--- src/rtl/bpc_pkg.sv ---
package bpc_pkg;

	// timestamp width; elapsed time wraps modulo 2^TIME_BITS
	localparam int TIME_BITS = 32;
	localparam int CFG_BITS  = 16;

	// register reset values
	localparam logic [CFG_BITS-1:0] DEBOUNCE_RST = 16'd50;
	localparam logic [CFG_BITS-1:0] LONG_RST     = 16'd1000;

	// configuration register indexes
	typedef enum logic [0:0] {
		REG_DEBOUNCE = 1'b0,
		REG_LONG     = 1'b1
	} bpc_reg_t;

	// thresholds shared by all button units
	typedef struct packed {
		logic [CFG_BITS-1:0] debounce_ms;
		logic [CFG_BITS-1:0] long_press_ms;
	} bpc_cfg_t;

	// one poll sample
	typedef struct packed {
		logic                 mode_level;
		logic                 plus_level;
		logic                 minus_level;
		logic [TIME_BITS-1:0] time_ms;
	} bpc_in_t;

	// events of one sample
	typedef struct packed {
		logic mode_short;
		logic mode_long;
		logic plus_step;
		logic minus_step;
	} bpc_out_t;

endpackage

--- src/rtl/button_press_classifier.sv ---
// Button press classifier: takes one poll sample per beat (three raw button
// levels and a wrapping millisecond timestamp) and returns exactly one event
// beat per sample. The block accepts a sample every clock cycle unless
// in_stall is high; each sample passes from the input register through the
// single pass of compare logic into the result register. Stalls on the result
// side back up through the input register. Write the thresholds
// through the configuration port only while no sample is in flight.
module button_press_classifier import bpc_pkg::*; (
	input  logic                clk,
	input  logic                arst_n,
	input  logic                cfg_we,
	input  logic [0:0]          cfg_index,
	input  logic [CFG_BITS-1:0] cfg_data,
	input  logic                in_valid,
	output logic                in_stall,
	input  bpc_in_t             in_data,
	output logic                out_valid,
	input  logic                out_stall,
	output bpc_out_t            out_data
);

	bpc_cfg_t             cfg_q;
	logic                 valid_s1;
	bpc_in_t              data_s1;
	logic                 adv;
	logic                 out_free;
	logic                 mode_held_q;
	logic                 mode_done_q;
	logic [TIME_BITS-1:0] mode_since_q;
	logic [TIME_BITS-1:0] mode_since_eff;
	logic [TIME_BITS-1:0] mode_elapsed;
	logic                 plus_step;
	logic                 minus_step;
	bpc_out_t             res;

	// configuration registers
	always_ff @(posedge clk or negedge arst_n) begin
		if (!arst_n) begin
			cfg_q.debounce_ms   <= DEBOUNCE_RST;
			cfg_q.long_press_ms <= LONG_RST;
		end else if (cfg_we) begin
			unique case (bpc_reg_t'(cfg_index))
				REG_DEBOUNCE: cfg_q.debounce_ms   <= cfg_data;
				REG_LONG:     cfg_q.long_press_ms <= cfg_data;
				default:      ;
			endcase
		end
	end

	// flow control
	assign out_free = !out_valid || !out_stall;
	assign adv      = valid_s1 && out_free;
	assign in_stall = valid_s1 && !out_free;

	// input register
	always_ff @(posedge clk or negedge arst_n) begin
		if (!arst_n) begin
			valid_s1 <= 1'b0;
		end else if (!in_stall) begin
			valid_s1 <= in_valid;
		end
	end

	always_ff @(posedge clk) begin
		if (in_valid && !in_stall) begin
			data_s1 <= in_data;
		end
	end

	// mode button: one long event while held, short event on release
	assign mode_since_eff = (data_s1.mode_level && !mode_held_q) ? data_s1.time_ms
	                                                             : mode_since_q;
	assign mode_elapsed   = data_s1.time_ms - mode_since_eff;

	always_comb begin
		res.mode_short = 1'b0;
		res.mode_long  = 1'b0;
		res.plus_step  = plus_step;
		res.minus_step = minus_step;
		if (data_s1.mode_level) begin
			res.mode_long = !mode_done_q
				&& (mode_elapsed >= TIME_BITS'(cfg_q.long_press_ms));
		end else begin
			res.mode_short = mode_held_q && !mode_done_q
				&& (mode_elapsed >= TIME_BITS'(cfg_q.debounce_ms));
		end
	end

	always_ff @(posedge clk or negedge arst_n) begin
		if (!arst_n) begin
			mode_held_q  <= 1'b0;
			mode_done_q  <= 1'b0;
			mode_since_q <= '0;
		end else if (adv) begin
			mode_held_q  <= data_s1.mode_level;
			mode_done_q  <= data_s1.mode_level && (mode_done_q || res.mode_long);
			mode_since_q <= mode_since_eff;
		end
	end

	// plus and minus buttons with auto-repeat
	bpc_step u_plus (
		.clk     (clk),
		.arst_n  (arst_n),
		.advance (adv),
		.level   (data_s1.plus_level),
		.now     (data_s1.time_ms),
		.cfg     (cfg_q),
		.step    (plus_step)
	);

	bpc_step u_minus (
		.clk     (clk),
		.arst_n  (arst_n),
		.advance (adv),
		.level   (data_s1.minus_level),
		.now     (data_s1.time_ms),
		.cfg     (cfg_q),
		.step    (minus_step)
	);

	// result register
	always_ff @(posedge clk or negedge arst_n) begin
		if (!arst_n) begin
			out_valid <= 1'b0;
		end else if (out_free) begin
			out_valid <= valid_s1;
		end
	end

	always_ff @(posedge clk) begin
		if (adv) begin
			out_data <= res;
		end
	end

	// short and long events of the mode button never share a beat
	a_mode_excl: assert property (@(posedge clk) disable iff (!arst_n)
		out_valid |-> !(out_data.mode_short && out_data.mode_long))
		else $error("mode short and long in one beat");

	// a long event is only remembered while the button is held
	a_done_held: assert property (@(posedge clk) disable iff (!arst_n)
		mode_done_q |-> mode_held_q)
		else $error("mode done without held");

	// the input side stalls only behind an occupied input register
	a_stall_cause: assert property (@(posedge clk) disable iff (!arst_n)
		in_stall |-> (valid_s1 && out_valid && out_stall))
		else $error("input stalled without a blocked result");

	// a sample that leaves the input register shows up as a result
	a_adv_result: assert property (@(posedge clk) disable iff (!arst_n)
		adv |=> out_valid)
		else $error("advanced sample lost");

endmodule

--- src/rtl/bpc_step.sv ---
module bpc_step import bpc_pkg::*; (
	input  logic                 clk,
	input  logic                 arst_n,
	input  logic                 advance,
	input  logic                 level,
	input  logic [TIME_BITS-1:0] now,
	input  bpc_cfg_t             cfg,
	output logic                 step
);

	logic                 held_q;
	logic [TIME_BITS-1:0] since_q;
	logic [TIME_BITS-1:0] since_eff;
	logic [TIME_BITS-1:0] elapsed;

	// a fresh press starts timing at this sample
	assign since_eff = (level && !held_q) ? now : since_q;
	assign elapsed   = now - since_eff;

	// auto-repeat while held, one more step on a debounced release
	always_comb begin
		if (level) begin
			step = (elapsed >= TIME_BITS'(cfg.long_press_ms));
		end else begin
			step = held_q && (elapsed >= TIME_BITS'(cfg.debounce_ms));
		end
	end

	// press tracking, updated as the sample leaves the input register
	always_ff @(posedge clk or negedge arst_n) begin
		if (!arst_n) begin
			held_q  <= 1'b0;
			since_q <= '0;
		end else if (advance) begin
			held_q  <= level;
			since_q <= since_eff;
		end
	end

endmodule
--- config.mk ---
export PLATFORM = sky130hd
export DESIGN_NAME = button_press_classifier
export DESIGN_NICKNAME = d
export VERILOG_FILES = /design/src/rtl/bpc_pkg.sv /design/src/rtl/button_press_classifier.sv /design/src/rtl/bpc_step.sv
export SDC_FILE = /design/constraint.sdc
export NUM_CORES = 1
export LEC_CHECK = 0
export ABC_AREA = 1
export BUFFER_PORTS_ARGS = -buffer_cell sky130_fd_sc_hd__buf_2
export CAP_MARGIN = 15
export CORE_MARGIN = 2
export CORE_UTILIZATION = 40
export CTS_CLUSTER_SIZE = 25
export DETAILED_ROUTE_END_ITERATION = 8
export SLEW_MARGIN = 20
export SYNTH_ARGS = -nofsm -noshare
export SYNTH_HDL_FRONTEND = slang
export SYNTH_SLANG_ARGS = --single-unit
--- constraint.sdc ---
create_clock -name clk -period 3.47 [get_ports clk]
set_input_delay 0.694 -clock clk [delete_from_list [all_inputs] [get_ports clk]]
set_output_delay 0.694 -clock clk [all_outputs]
set_load 0.02 [all_outputs]
==> impl_metrics.env <==
export IMPL_via_per_inst=5.137
export IMPL_setup_worst_path_start_class="flip-flop"
export IMPL_grt_usage_pct=26.71
export IMPL_ys_seq_elements=173
export IMPL_drtPass1Iterations=5
export IMPL_synth_edf_count=39
export IMPL_fp_dieH_um=203.0
export IMPL_crit_arrival_ns=4.01
export IMPL_netlist_area_um2=15850
export IMPL_path_max_fanout=9
export IMPL_clock_latency_ns=0.49
export IMPL_slew_headroom_pct=35.21
export IMPL_diodes=0
export IMPL_die_x_um=203.0
export IMPL_overflow=0
export IMPL_maxCapViolations=0
export IMPL_cts_tree="yes"
export IMPL_fin_util_pct=55.68
export IMPL_routed_wl_mm=54.39
export IMPL_antenna_found_initial=0
export IMPL_critPathLaunch="data_s1[33]"
export IMPL_syn_nets=2445
export IMPL_clkTransAtPathRegs_ns=0.07
export IMPL_final_antenna_net_count=0
export IMPL_worstMarginPinSlew_ns=0.9719
export IMPL_fin_crit_sh_pct=108.5
export IMPL_grt_pass1_vias=15960
export IMPL_remaining_drc_errors=0
export IMPL_htreeDepth=4
export IMPL_power_density_nw_per_um2=874.5
export IMPL_fillCellCount=3714
export IMPL_wl_per_cell_um=17.00
export IMPL_grt_max_degree=111
export IMPL_final_min_clock_period_ns=3.764
export IMPL_cts_buffer_depth=2
export IMPL_r2r_start="data_s1[33]"
export IMPL_outcome="finished, violations left"
export IMPL_fin_area_um2=21670
export IMPL_p_leak_nw=10.72
export IMPL_finalClockSkew_ns=0.01324
export IMPL_hold_viol_final=0
export IMPL_dp_hpwl_mm=43.42
export IMPL_min_path_type="in -> async"
export IMPL_cp_end_kind="flip-flop"
export IMPL_place_congestion=0.9443
export IMPL_setup_violations_final=4
export IMPL_critical_path_class="reg -> reg"
export IMPL_core_um2=38920
export IMPL_port_buffers=62
export IMPL_fin_nets=2906
export IMPL_root_buffer="clkbuf_16"
export IMPL_syn_inst=2207
export IMPL_area_delta_synth_final_pct=36.76
export IMPL_worst_slack_ns=-0.2937
export IMPL_violations="negative setup slack"
export IMPL_grt_pass1_wl_mm=85.59
export IMPL_synth_async_reset_ratio_pct=77.46
export IMPL_ff2ff_path_depth=21
export IMPL_drtIter0Drc=1140
export IMPL_drv_slew=0
export IMPL_rows=72
export IMPL_synthFlopType="dfrtp_1"
export IMPL_cp_data_required_time_ns=3.72
export IMPL_dieArea_um2=41220
export IMPL_grt_setup_unrepaired="yes"
export IMPL_seq_area_um2=4536
export IMPL_boundaryPins=63
export IMPL_multi_input_area_um2=11150
export IMPL_yosys_warnings=0
export IMPL_avgSynthCellArea_um2=7.180
export IMPL_cts_sinks=173
export IMPL_yosysSeqAreaShare_pct=28.62
export IMPL_ir_drop_v=0.0005602
export IMPL_vias=16430
export IMPL_fmax_mhz=265.7
export IMPL_placed_area_um2=19570
export IMPL_synth_cell_type_count=48
export IMPL_cts_made_buffers=17
export IMPL_drive_above_1_share_pct=29.02
export IMPL_initial_core_util_pct=40.72
[synth_stat cells, types with 18 or more instances]
library cell / number / area share, %
clkbuf_1: 34 / 0.81
edfxtp_1: 39 / 7.4
xor2_1: 50 / 2.8
inv_1: 268 / 6.3
mux2i_1: 51 / 3.2
ha_1: 179 / 14
nor2_1: 166 / 3.9
nand2_1: 569 / 13
nand3_1: 75 / 2.4
nand4_1: 40 / 1.6
dfrtp_1: 125 / 20
a21oi_1: 173 / 5.5
nor3_1: 31 / 0.98
nand2_2: 18 / 0.71
o21ai_0: 224 / 7.1
[sequential cells by signal (all words and copies together) (netlist names)]
signal / count
mode_since_q: 32
u_plus.held_q: 1
out_valid: 1
valid_s1: 1
data_s1: 35
u_plus.since_q: 32
u_minus.since_q: 32
mode_held_q: 1
out_data: 4
mode_done_q: 1
u_minus.held_q: 1
cfg_q: 32
[layout by cell type (no fill, tap or decap), types with 6 or more instances in the layout]
cell type / synthesis / layout
o21ai_0: 224 / 205
nand2_2: 18 / 38
clkbuf_16: 0 / 19
xor2_2: 0 / 9
a21o_1: 10 / 10
nor3_1: 31 / 26
buf_12: 2 / 6
o21ai_2: 0 / 7
a21oi_1: 173 / 131
a21oi_2: 0 / 33
nand3b_1: 7 / 7
nand4_1: 40 / 40
nand3_1: 75 / 67
xor2_1: 50 / 38
inv_2: 6 / 14
a21oi_4: 0 / 9
inv_1: 268 / 260
ha_4: 0 / 17
o21ai_1: 9 / 18
buf_2: 3 / 61
nand2_4: 7 / 14
nand3_4: 13 / 14
dfstp_2: 9 / 9
dfrtp_1: 125 / 125
edfxtp_1: 39 / 39
mux2i_2: 0 / 8
o21a_1: 14 / 14
o21bai_1: 11 / 8
nor2_2: 8 / 24
mux2i_1: 51 / 38
ha_1: 179 / 158
nand3_2: 10 / 17
nor2_1: 166 / 142
nand2_1: 569 / 543
nor2_4: 6 / 14
buf_4: 0 / 408
o211ai_1: 6 / 6
[layout make-up]
class | count | area share, %
clock inverter | 13 | 0.8141
timing repair buffer | 485 | 16.94
multi-input combinational | 1715 | 51.44
inverter | 276 | 4.787
clock buffer | 19 | 2.096
tap | 518 | 2.991
sequential | 173 | 20.93
[cell families (layout without fill, tap and decap cells)]
family                   after synthesis  after routing  synth area share [%]
flip-flops                           173            173                 28.62
XOR/XNOR                              57             57                 3.151
adder cells (fa/ha/maj)              181            181                 14.39
AND/OR/NAND/NOR                      958            959                 27.01
buffers and inverters                320            793                 7.817
AO/OA/AOI/OAI                        467            467                 15.79
multiplexers                          51             51                 3.222
[layer usage]
layer | vias to the layer above | routed length, µm | GRT usage [%]
li1 | 8286 | - | -
met1 | 7639 | 25590 | 35.74
met2 | 422 | 24850 | 43.73
met3 | 85 | 2330 | 4.286
met4 | 0 | 1620 | 9.281
met5 | - | 0 | 0
[critical path, stage by stage (launching register included)]
cell and delay (ns):
edfxtp_1 0.40, inv_2 0.07, or2_4 0.19, buf_12 0.17, buf_16 0.18, mux2i_2 0.25
ha_2 0.34, a21oi_2 0.16, buf_4 0.13, o21ai_1 0.13, a21oi_1 0.23, nor2_1 0.06
nor2_1 0.11, nand2_2 0.08, xor2_1 0.16, nor2_1 0.11, nand2_1 0.09, nor2_2 0.19
buf_4 0.16, nand4_1 0.14, nand2_1 0.10, nand2_1 0.05
[path summary, 6_finish.rpt]
kind	end	slack, ns
max	out_data[1]	-0.29
min	u_minus.since_q[23]	0.31
max reg2reg	out_data[1]	-0.29
min reg2reg	mode_since_q[0]	0.48
max in group asynchronous	mode_since_q[1]	2.39
min in group clk	data_s1[10]	0.37
[where the power goes]
group	switching [mW]	internal, mW
combinational	7.39	6.34
sequential	0.407	2.68
clock	0.945	1.19
total	8.74	10.2
[timing repair]
action	4_1_cts	5_1_grt
buffers inserted	27	11
gates cloned	4	1
pin swaps	52	61
gates resized for setup	141	103
hold buffers	0	0
endpoints found under the setup margin	5	5
[metrics by stage]
step                      setup TNS [ns]  std cells  hold slack, ns  total power, mW  setup slack (ns)
after floorplan                 -0.03945       2207          0.3984            10.07          -0.02197
after global placement            -1.142       3125          0.4643            14.96           -0.3910
after detailed placement          -1.448       3125          0.4677            15.26           -0.4369
after CTS                        -0.3388       3188          0.3414            18.27           -0.1841
after global routing              -1.554       3199          0.3494            20.60           -0.4580
final                            -0.5629       3199          0.3098            18.95           -0.2937
Note: power is estimated with default switching activity, not from simulation.
